--- config.mk ---
export PLATFORM = sky130hd
export DESIGN_NAME = escaped_packet_framer_crc8_core
export DESIGN_NICKNAME = d
export VERILOG_FILES = /design/src/epf_pkg.sv /design/src/epf_emitter.sv /design/src/escaped_packet_framer_crc8_core.sv
export VERILOG_INCLUDE_DIRS = /design/src /design/src/src
export SDC_FILE = /design/constraint.sdc
export NUM_CORES = 1
export LEC_CHECK = 0
export BUFFER_PORTS_ARGS = -buffer_cell sky130_fd_sc_hd__buf_2
export CORE_MARGIN = 2
export CORE_UTILIZATION = 63
export DETAILED_ROUTE_END_ITERATION = 10
export GPL_TIMING_DRIVEN = 0
export HOLD_SLACK_MARGIN = 0.05
export PLACE_DENSITY_LB_ADDON = 0.25
export REMOVE_ABC_BUFFERS = 1
export SYNTH_ARGS = -nofsm -noshare
export SYNTH_HDL_FRONTEND = slang
export SYNTH_SLANG_ARGS = --single-unit
--- constraint.sdc ---
create_clock -name clk_i -period 4.1 [get_ports clk_i]
set_input_delay 0 -clock clk_i [delete_from_list [all_inputs] [get_ports clk_i]]
set_output_delay 0 -clock clk_i [all_outputs]
set_load 0.05 [all_outputs]
--- src/escaped_packet_framer_crc8_core_macros.svh ---
// ----------------------------------------------------------------------------
// escaped_packet_framer_crc8_core_macros.svh
// Assertion macros shared by the framer RTL.
// ----------------------------------------------------------------------------
`ifndef ESCAPED_PACKET_FRAMER_CRC8_CORE_MACROS_SVH
`define ESCAPED_PACKET_FRAMER_CRC8_CORE_MACROS_SVH

// same-cycle implication, clocked on clk_i, off during reset
`define EPF_ASSERT_NOW(label, ante, cons, msg) \
  label: assert property (@(posedge clk_i) disable iff (!rst_ni) (ante) |-> (cons)) \
    else $error(msg);

// next-cycle implication, clocked on clk_i, off during reset
`define EPF_ASSERT_NEXT(label, ante, cons, msg) \
  label: assert property (@(posedge clk_i) disable iff (!rst_ni) (ante) |=> (cons)) \
    else $error(msg);

`endif

--- src/epf_pkg.sv ---
// ----------------------------------------------------------------------------
// epf_pkg
// Constants, frame type and CRC8 byte update for the packet framer.
// ----------------------------------------------------------------------------
package epf_pkg;

  localparam logic [7:0] EscMark   = 8'hC0;
  localparam logic [7:0] EndMark   = 8'hC1;
  localparam logic [7:0] StartMark = 8'hC3;
  localparam logic [7:0] CrcPoly   = 8'h2F;
  localparam logic [7:0] EscKeep   = 8'h3F;

  localparam int unsigned FrameBytes = 4;
  localparam int unsigned IdxW       = $clog2(FrameBytes);

  // up to four line bytes built from one item, byte 0 goes out first
  typedef struct packed {
    logic [FrameBytes-1:0][7:0] bytes;
    logic [IdxW-1:0]            last_idx;
  } frame_t;

  // CRC8, MSB first, no reflection, no final xor
  function automatic logic [7:0] crc8_update(input logic [7:0] crc, input logic [7:0] data);
    logic [7:0] v;
    v = crc ^ data;
    for (int b = 0; b < 8; b++) begin
      if (v[7]) begin
        v = {v[6:0], 1'b0} ^ CrcPoly;
      end else begin
        v = {v[6:0], 1'b0};
      end
    end
    return v;
  endfunction

endpackage

--- src/epf_emitter.sv ---
// ----------------------------------------------------------------------------
// epf_emitter
// Holds one built frame and shifts it out one line byte per cycle while not stalled.
// ----------------------------------------------------------------------------
module epf_emitter (
  input  logic            clk_i,
  input  logic            rst_ni,
  input  logic            load_i,
  input  epf_pkg::frame_t frame_i,
  output logic            can_load_o,
  output logic            out_valid_o,
  input  logic            out_stall_i,
  output logic [7:0]      line_byte_o,
  output logic            run_last_o
);

  logic [epf_pkg::FrameBytes-1:0][7:0] buf_q, buf_d;
  logic [epf_pkg::IdxW-1:0]            rem_q, rem_d;
  logic                                vld_q, vld_d;
  logic                                take;

  assign take        = vld_q && !out_stall_i;
  assign can_load_o  = !vld_q || (take && (rem_q == '0));
  assign out_valid_o = vld_q;
  assign line_byte_o = buf_q[0];
  assign run_last_o  = (rem_q == '0);

  always_comb begin
    buf_d = buf_q;
    rem_d = rem_q;
    vld_d = vld_q;
    if (load_i) begin
      buf_d = frame_i.bytes;
      rem_d = frame_i.last_idx;
      vld_d = 1'b1;
    end else if (take) begin
      if (rem_q == '0) begin
        vld_d = 1'b0;
      end else begin
        buf_d = {8'h00, buf_q[epf_pkg::FrameBytes-1:1]};
        rem_d = rem_q - 1'b1;
      end
    end
  end

  always_ff @(posedge clk_i or negedge rst_ni) begin
    if (!rst_ni) begin
      vld_q <= 1'b0;
      rem_q <= '0;
    end else begin
      vld_q <= vld_d;
      rem_q <= rem_d;
    end
  end

  always_ff @(posedge clk_i) begin
    buf_q <= buf_d;
  end

endmodule

--- src/escaped_packet_framer_crc8_core.sv ---
// ----------------------------------------------------------------------------
// escaped_packet_framer_crc8_core
// Byte-stuffed packet framer with running CRC8.
// ----------------------------------------------------------------------------
// Takes a packet one byte per item (header first, payload after, last item
// flagged) and produces the line byte stream: a header item gives the start
// mark C3 and the header, and restarts the CRC8 (poly 2F, init 0, MSB first)
// from the header; a payload byte updates the CRC and is sent as is, or as
// escape C0 followed by byte&3F when it equals C0, C1 or C3; a last item then
// appends the CRC and end mark C1. Header and CRC are never escaped. Each
// item yields 1 to 4 line bytes, run_last_o marking the final one. The output
// sends one line byte per cycle while out_stall_i is low; the input takes a
// new item every cycle as long as each item yields one line byte and the
// output keeps pace. An accepted item passes through the input register,
// then the frame register that feeds the output. The input register doubles
// as a skid stage, so a new item is taken while the previous frame is still
// draining.
// ----------------------------------------------------------------------------
module escaped_packet_framer_crc8_core (
  input  logic       clk_i,
  input  logic       rst_ni,
  input  logic       in_valid_i,
  output logic       in_stall_o,
  input  logic [7:0] data_byte_i,
  input  logic       is_header_i,
  input  logic       is_last_i,
  output logic       out_valid_o,
  input  logic       out_stall_i,
  output logic [7:0] line_byte_o,
  output logic       run_last_o
);

  `include "escaped_packet_framer_crc8_core_macros.svh"

  // input register
  logic       in_vld_q, in_vld_d;
  logic [7:0] in_data_q;
  logic       in_hdr_q;
  logic       in_last_q;

  // running CRC, only moves when a frame is handed to the emitter
  logic [7:0] crc_q, crc_d;

  logic            accept;
  logic            load;
  logic            can_load;
  logic            needs_esc;
  logic [7:0]      crc_next;
  epf_pkg::frame_t frame;

  assign in_stall_o = in_vld_q && !can_load;
  assign accept     = in_valid_i && !in_stall_o;
  assign load       = in_vld_q && can_load;

  always_comb begin
    in_vld_d = in_vld_q;
    if (accept) begin
      in_vld_d = 1'b1;
    end else if (load) begin
      in_vld_d = 1'b0;
    end
  end

  // header restarts from zero, payload continues whatever is left
  assign crc_next = epf_pkg::crc8_update(in_hdr_q ? 8'h00 : crc_q, in_data_q);
  assign crc_d    = load ? crc_next : crc_q;

  assign needs_esc = (in_data_q == epf_pkg::EscMark) ||
                     (in_data_q == epf_pkg::EndMark) ||
                     (in_data_q == epf_pkg::StartMark);

  // build the frame; the body is one or two bytes, trailer goes right after
  always_comb begin
    frame.bytes    = '0;
    frame.last_idx = '0;
    if (in_hdr_q) begin
      frame.bytes[0] = epf_pkg::StartMark;
      frame.bytes[1] = in_data_q;
      frame.last_idx = epf_pkg::IdxW'(1);
    end else if (needs_esc) begin
      frame.bytes[0] = epf_pkg::EscMark;
      frame.bytes[1] = in_data_q & epf_pkg::EscKeep;
      frame.last_idx = epf_pkg::IdxW'(1);
    end else begin
      frame.bytes[0] = in_data_q;
      frame.last_idx = '0;
    end
    if (in_last_q) begin
      if (frame.last_idx == '0) begin
        frame.bytes[1] = crc_next;
        frame.bytes[2] = epf_pkg::EndMark;
        frame.last_idx = epf_pkg::IdxW'(2);
      end else begin
        frame.bytes[2] = crc_next;
        frame.bytes[3] = epf_pkg::EndMark;
        frame.last_idx = epf_pkg::IdxW'(3);
      end
    end
  end

  always_ff @(posedge clk_i or negedge rst_ni) begin
    if (!rst_ni) begin
      in_vld_q <= 1'b0;
      crc_q    <= 8'h00;
    end else begin
      in_vld_q <= in_vld_d;
      crc_q    <= crc_d;
    end
  end

  always_ff @(posedge clk_i) begin
    if (accept) begin
      in_data_q <= data_byte_i;
      in_hdr_q  <= is_header_i;
      in_last_q <= is_last_i;
    end
  end

  epf_emitter u_emitter (
    .clk_i       (clk_i),
    .rst_ni      (rst_ni),
    .load_i      (load),
    .frame_i     (frame),
    .can_load_o  (can_load),
    .out_valid_o (out_valid_o),
    .out_stall_i (out_stall_i),
    .line_byte_o (line_byte_o),
    .run_last_o  (run_last_o)
  );

  // a header frame must open with the start mark
  `EPF_ASSERT_NEXT(a_hdr_start, load && in_hdr_q, out_valid_o && line_byte_o == epf_pkg::StartMark, "header frame does not open with start mark")

  // CRC only moves when a frame is handed over
  `EPF_ASSERT_NEXT(a_crc_hold, !load, $stable(crc_q), "CRC changed without a frame load")

  // final byte taken with nothing queued leaves the output empty
  `EPF_ASSERT_NEXT(a_drain, out_valid_o && run_last_o && !out_stall_i && !in_vld_q, !out_valid_o, "output still valid after last byte drained")

  // input only stalls while an item is held in the input register
  `EPF_ASSERT_NOW(a_stall_held, in_stall_o, in_vld_q && out_valid_o, "input stalled with no work pending")

endmodule
# ---- Word level (Yosys, flattened, before mapping)
# Index checks and enable logic that the tools add are counted.
# Widths: inputs -> output; s select.
dict set report word_totals {
  register_bits 54
  input_bits 14
  wordCells 73
}
dict set report op_classes {
  muxes 29
  reduce_logical 19
  add_sub_neg 1
  eq_ne 4
  bitwise 9
}
# op count
set op_table {}
lappend op_table {{$mux 32} 3}
lappend op_table {{$mux 6} 9}
lappend op_table {{$not 5->5} 8}
lappend op_table {{$mux 8} 4}
lappend op_table {{$eq 8x8->1 const B} 3}
lappend op_table {{$mux 24} 1}
lappend op_table {{$mux 18} 1}
lappend op_table {{$mux 10} 1}
lappend op_table {{$mux 2} 4}
lappend op_table {{$xor 8x8->8} 1}
lappend op_table {{$mux 1} 6}
lappend op_table {{$reduce_bool 2->1} 3}
lappend op_table {{$logic_and 1x1->1} 5}
lappend op_table {{$logic_not 1->1} 4}
lappend op_table {{$logic_not 2->1} 2}
lappend op_table {{$reduce_and 2->1} 2}
lappend op_table {{$logic_or 1x1->1} 3}
lappend op_table {{$ne 2x1->1 const B} 1}
lappend op_table {{$sub 2x1->2 const B} 1}

# ---- Logic depth before layout (Yosys ltp)
dict set report depth {
  ltp_word 21
  depth_mapped 9
  mapped_depth_nobuf 8
}

# ---- By module
# Synthesis repeated with hierarchy kept, for this count alone.
dict set report unflattened {
  hier_cells 226
  hier_area_um2 2812.7
}
# module instances area_each_um2 cells_each
set by_module_without_submodules {}
lappend by_module_without_submodules {epf_emitter 1 1535.2 93}
lappend by_module_without_submodules {escaped_packet_framer_crc8_core 1 1277.5 133}

# ---- Worst setup path after synthesis
# OpenSTA, ideal clock, no wires.
dict set report synth_path {
  kind {reg-to-reg}
  from {register u_emitter.rem_q[0] (netlist bit)}
  to {register u_emitter.buf_q[10] (netlist bit) (enable)}
  required_ns 3.739
  setup_slack_ns 1.624
  stages_incl_launch_ff 8
  setup_time_ns 0.361
  t_arrival_ns 2.115
  period_less_slack_ns 2.476
  path_cell_list {dfrtp_1 -> inv_1 -> ha_1 -> inv_1 -> o21ai_0 -> and2_1 -> clkbuf_1 -> or2_2}
}
dict set report synth_between {
  elab_chain_len 6
  word_cells_on_any_way 7
}
# item line_no
set synth_lines {}
lappend synth_lines {{from (decl)} epf_emitter.sv:18} ;# logic [epf_pkg::IdxW-1:0] rem_q, rem_d;
lappend synth_lines {{from (signal assigned)} epf_emitter.sv:52} ;# rem_q <= rem_d;
lappend synth_lines {{$logic_not 2->1 *} n/a}
lappend synth_lines {{via run_last_o} escaped_packet_framer_crc8_core.sv:30} ;# output logic run_last_o
lappend synth_lines {{$logic_and 1x1->1} epf_emitter.sv:23} ;# assign can_load_o = !vld_q || (take && (rem_q == '0));
lappend synth_lines {{$logic_or 1x1->1} epf_emitter.sv:23}
lappend synth_lines {{$logic_and 1x1->1} escaped_packet_framer_crc8_core.sv:53} ;# assign load = in_vld_q && can_load;
lappend synth_lines {{$ne 2x1->1 (no line) / $reduce_bool 2->1 (equally long branches)} n/a}
lappend synth_lines {{$reduce_and 2->1 (no line) *} n/a}
lappend synth_lines {{to (signal assigned)} epf_emitter.sv:57} ;# buf_q <= buf_d;
lappend synth_lines {{to (decl)} epf_emitter.sv:17} ;# logic [epf_pkg::FrameBytes-1:0][7:0] buf_q, buf_d;
# Mark *: on every way through the listed nets, which the timed path passes. The rest lies on a longest branch.
# A chain may end at the register's enable or synchronous reset.

==> Flow_metrics.wiki <==
{| class="wikitable"
! Metric !! Value
|-
| Result of the run || finished, final reports clean
|-
| Number of synthesis warnings || 0
|-
| Congestion Overflow GR || 0
|-
| Nature of the critical path startpoint || register
|-
| Total of buffers placed on input and output ports || 24
|-
| Wire length of the first global-routing pass || between 7 and 8 mm
|-
| Met1 WL || ~1.7 mm
|-
| Clock input transition at the sequential cells of the worst setup and hold paths || 0.09 ns
|-
| Number of levels in the clock H-tree || 2
|-
| Post_cts resized || 0
|-
| Largest family of logic cells by synthesized area || XOR/XNOR gates
|-
| Width of the chip || about 66 um
|-
| Total of flip-flops plus latches after synthesis || 47
|-
| EDFF count, synth || 35
|-
| Uppermost layer routed || met4
|-
| Unrepaired setup endpoints after global routing || no
|-
| Simple-Gate Fraction of Synth Area || 0.126
|-
| Req. time, crit path || approximately 4.2 ns
|-
| Vertical extent of the die || 66.2 um
|-
| Number of distinct library cells after synthesis || 34
|-
| GRT Overall Usage || 0.243
|-
| Fraction of the yosys area taken by sequential cells || 0.554
|-
| Clock latency on the worst-skew pair || a little over 0.3 ns
|-
| Timing-limited maximum frequency || between 300 and 400 MHz
|-
| Net count of the finished layout || between 200 and 300
|-
| DPL Wire Length || approximately 3 mm
|-
| Die area || 0.00439 mm2
|-
| Multiplexer share of the synthesized area || 0.00462
|-
| Detail-routed via count per cell || 5.55
|-
| Placer's final routability congestion estimate || 0.843
|-
| Fraction of the mapped netlist area in adder cells || 0.00513
|-
| Top FF cell, synth || sky130_fd_sc_hd__edfxtp_1
|-
| Worst setup path class || register to register
|-
| Slew at the pin with the worst max-slew slack || about 1.2 ns
|-
| Total non-filler cell area in the finished layout || between 0.002 and 0.003 mm2
|-
| Worst-case clock skew || ~0.0063 ns
|-
| Placed cell areas || ~0.0025 mm2
|-
| Proportion of layout cells with a drive suffix above 1 || 0.180
|-
| Post-Syn Area per Cell || ~12 um2
|-
| Count of unresolved DRC violations after routing || 0
|-
| Number of buffers created by CTS || 5
|-
| Metal3 WL || 282 um
|-
| Synth Cell Area || 0.00244 mm2
|-
| ANT cells || 0
|-
| Routed Wire Length || ~4.6 mm
|-
| Area Growth Syn to Fin || 12.2%
|-
| Compound-Gate Fraction of Synth Area || 0.0856
|-
| Fin Setup TNS || 0 ns
|-
| Final-report max-slew violation count || 0
|-
| Filler cells || about 240
|-
| DRC marker count from the first detailed-route iteration || 111
|-
| Largest net degree at the start of global routing || 38
|-
| Final hold vios || 0
|-
| Post-synthesis async set-or-reset flop share || 0.255
|-
| Core region area || 0.00369 mm2
|-
| Number of endpoints failing setup at the final stage || 0
|-
| Worst-case clock buffer depth || 2
|-
| Kind of end point of the critical path || register
|-
| Cells after Synth || around 210
|-
| Clock Sink Count || between 40 and 50
|-
| Antenna violations before repair || 0
|-
| Top-Level Pins || 25
|-
| Remaining max-slew budget at the tightest pin || 0.229
|-
| Number of global-route vias before repair || around 1600
|-
| Met2 Wirelength || ~2.4 mm
|-
| Vias post-DR || roughly 1600
|-
| Wire per inst || between 15 and 20 um
|-
| FP Rows || 22
|-
| Final period utilization || 0.655
|-
| Antenna Nets Post-Route || 0
|-
| Maximum fanout along the worst path || 37
|-
| Starting density of the core || 0.661
|-
| CTS tree || built
|-
| CP Data Arrival Time || about 2.7 ns
|-
| Share of the synthesized netlist area taken by xor and xnor gates || 0.178
|-
| First-pass iteration count of the detailed router || 4
|-
| # Max-Cap Violations || 0
|-
| Clock period minus final worst setup slack || roughly 2.7 ns
|-
| Worst min path class || input pin to async pin
|-
| Root Buffer Master || sky130_fd_sc_hd__clkbuf_8
|}
## Yosys cell counts, types with 6 or more instances
cell type	number	area share
sky130_fd_sc_hd__a21oi_1	11	0.023
sky130_fd_sc_hd__clkbuf_1	6	0.0092
sky130_fd_sc_hd__buf_4	8	0.025
sky130_fd_sc_hd__nor2_1	16	0.025
sky130_fd_sc_hd__dfrtp_1	12	0.12
sky130_fd_sc_hd__inv_1	6	0.0092
sky130_fd_sc_hd__o21ai_1	12	0.025
sky130_fd_sc_hd__xor2_1	6	0.022
sky130_fd_sc_hd__o21ai_0	7	0.014
sky130_fd_sc_hd__xnor2_1	21	0.075
sky130_fd_sc_hd__edfxtp_1	35	0.43
sky130_fd_sc_hd__nand2_1	27	0.042
## final timing paths
path                       slack [ns]  cells past startpoint                            from                                end
setup / recovery                 1.41                      7  u_emitter.rem_q[0]$_DFFE_PN0P_      u_emitter.buf_q[22]$_DFFE_PP_
hold / removal                    0.1                      2                          rst_ni               crc_q[5]$_DFFE_PN0P_
setup reg to reg                 1.41                      7  u_emitter.rem_q[0]$_DFFE_PN0P_      u_emitter.buf_q[22]$_DFFE_PP_
hold reg to reg                  0.51                      2            crc_q[2]$_DFFE_PN0P_               crc_q[2]$_DFFE_PN0P_
max in group asynchronous        3.79                      2                          rst_ni               crc_q[7]$_DFFE_PN0P_
min in group clk_i               0.10                      3                     out_stall_i  u_emitter.out_valid_o$_DFFE_PN0P_
## kinds of logic after synthesis
group | Yosys count
AND/OR/NAND/NOR | 65
flip-flops | 47
AO/OA/AOI/OAI | 38
XOR/XNOR | 37
buffers and inverters | 22
multiplexers | 1
adder cells (fa/ha/maj) | 1
## layout by cell type, fill, tap and decap left out
cell type,synthesis,routed
sky130_fd_sc_hd__edfxtp_1,35,35
sky130_fd_sc_hd__nand2_1,27,27
sky130_fd_sc_hd__buf_2,2,24
sky130_fd_sc_hd__xnor2_1,21,21
sky130_fd_sc_hd__nor2_1,16,16
sky130_fd_sc_hd__o21ai_1,12,12
sky130_fd_sc_hd__dfrtp_1,12,12
sky130_fd_sc_hd__dlygate4sd3_1,0,12
sky130_fd_sc_hd__a21oi_1,11,11
sky130_fd_sc_hd__o21ai_0,7,7
sky130_fd_sc_hd__inv_1,6,6
sky130_fd_sc_hd__xor2_1,6,6
sky130_fd_sc_hd__nand2b_1,5,5
sky130_fd_sc_hd__o22ai_1,5,5
sky130_fd_sc_hd__clkbuf_8,0,5
sky130_fd_sc_hd__xnor2_2,4,4
sky130_fd_sc_hd__nand3b_1,4,4
sky130_fd_sc_hd__xnor3_1,3,3
sky130_fd_sc_hd__nand3_1,3,3
sky130_fd_sc_hd__and2_1,2,2
sky130_fd_sc_hd__nor2b_1,2,2
sky130_fd_sc_hd__nor2_2,2,2
sky130_fd_sc_hd__xor2_2,1,1
sky130_fd_sc_hd__nor4b_1,1,1
sky130_fd_sc_hd__nand4b_1,1,1
sky130_fd_sc_hd__o21a_1,1,1
sky130_fd_sc_hd__a21boi_1,1,1
sky130_fd_sc_hd__xnor3_2,1,1
sky130_fd_sc_hd__xor3_2,1,1
sky130_fd_sc_hd__o22ai_2,1,1
sky130_fd_sc_hd__nor3b_1,1,1
sky130_fd_sc_hd__or2_2,1,1
sky130_fd_sc_hd__mux2_2,1,1
sky130_fd_sc_hd__ha_1,1,1
sky130_fd_sc_hd__clkinvlp_4,0,1
sky130_fd_sc_hd__clkinv_4,0,1
sky130_fd_sc_hd__clkinv_1,0,1
## flip-flops by register name, summed over array words and instances (netlist names)
signal	count
in_data_q	8
u_emitter.rem_q	2
u_emitter.out_valid_o	1
crc_q	8
u_emitter.line_byte_o	8
in_last_q	1
u_emitter.buf_q	17
in_hdr_q	1
in_vld_q	1
## metal layers
| metal | vias to the layer above | global-route usage |
|---|---|---|
| met5 | - | 0 |
| met4 | 0 | 0.0918 |
| met3 | 10 | 0.0579 |
| met2 | 53 | 0.420 |
| met1 | 763 | 0.295 |
| li1 | 768 | - |
## critical path: stages (launching register included)
cell	delay, ns
sky130_fd_sc_hd__dfrtp_1	0.36
sky130_fd_sc_hd__inv_1	0.09
sky130_fd_sc_hd__ha_1	0.20
sky130_fd_sc_hd__inv_1	0.05
sky130_fd_sc_hd__o21ai_0	0.36
sky130_fd_sc_hd__nand2_1	0.77
sky130_fd_sc_hd__a21boi_1	0.47
sky130_fd_sc_hd__o21ai_1	0.13
## stage by stage
| stage | worst slack, ns | cells | hold slack, ns | utilization |
|---|---|---|---|---|
| floorplan | 1.57 | 195 | -0.296 | - |
| global placement | 1.56 | 267 | -0.119 | 0.685 |
| detailed placement | 1.48 | 267 | -0.109 | 0.685 |
| CTS | 1.47 | 287 | 0.0588 | 0.742 |
| global route | 1.10 | 287 | 0.126 | 0.742 |
| finish | 1.41 | 287 | 0.0993 | 0.742 |
## cell type report
class | instances | area (um2) | share of cell area
flip-flops and latches | 47 | 1350 | 0.494
inverters | 6 | 22.5 | 0.00823
multi-input cells | 142 | 973 | 0.356
clock buffers | 5 | 68.8 | 0.0251
well taps | 48 | 60.1 | 0.0219
clock inverters | 3 | 20.0 | 0.00732
repair buffers | 36 | 240 | 0.0878
## repair_timing
item,4_1_cts,5_1_grt
buffers inserted,0,0
hold buffers,12,0
hold endpoints to repair,23,0
setup endpoints to repair,0,0
Power is not shown: default switching activity piles up to over one toggle a cycle in this logic, so the estimate is an artifact.
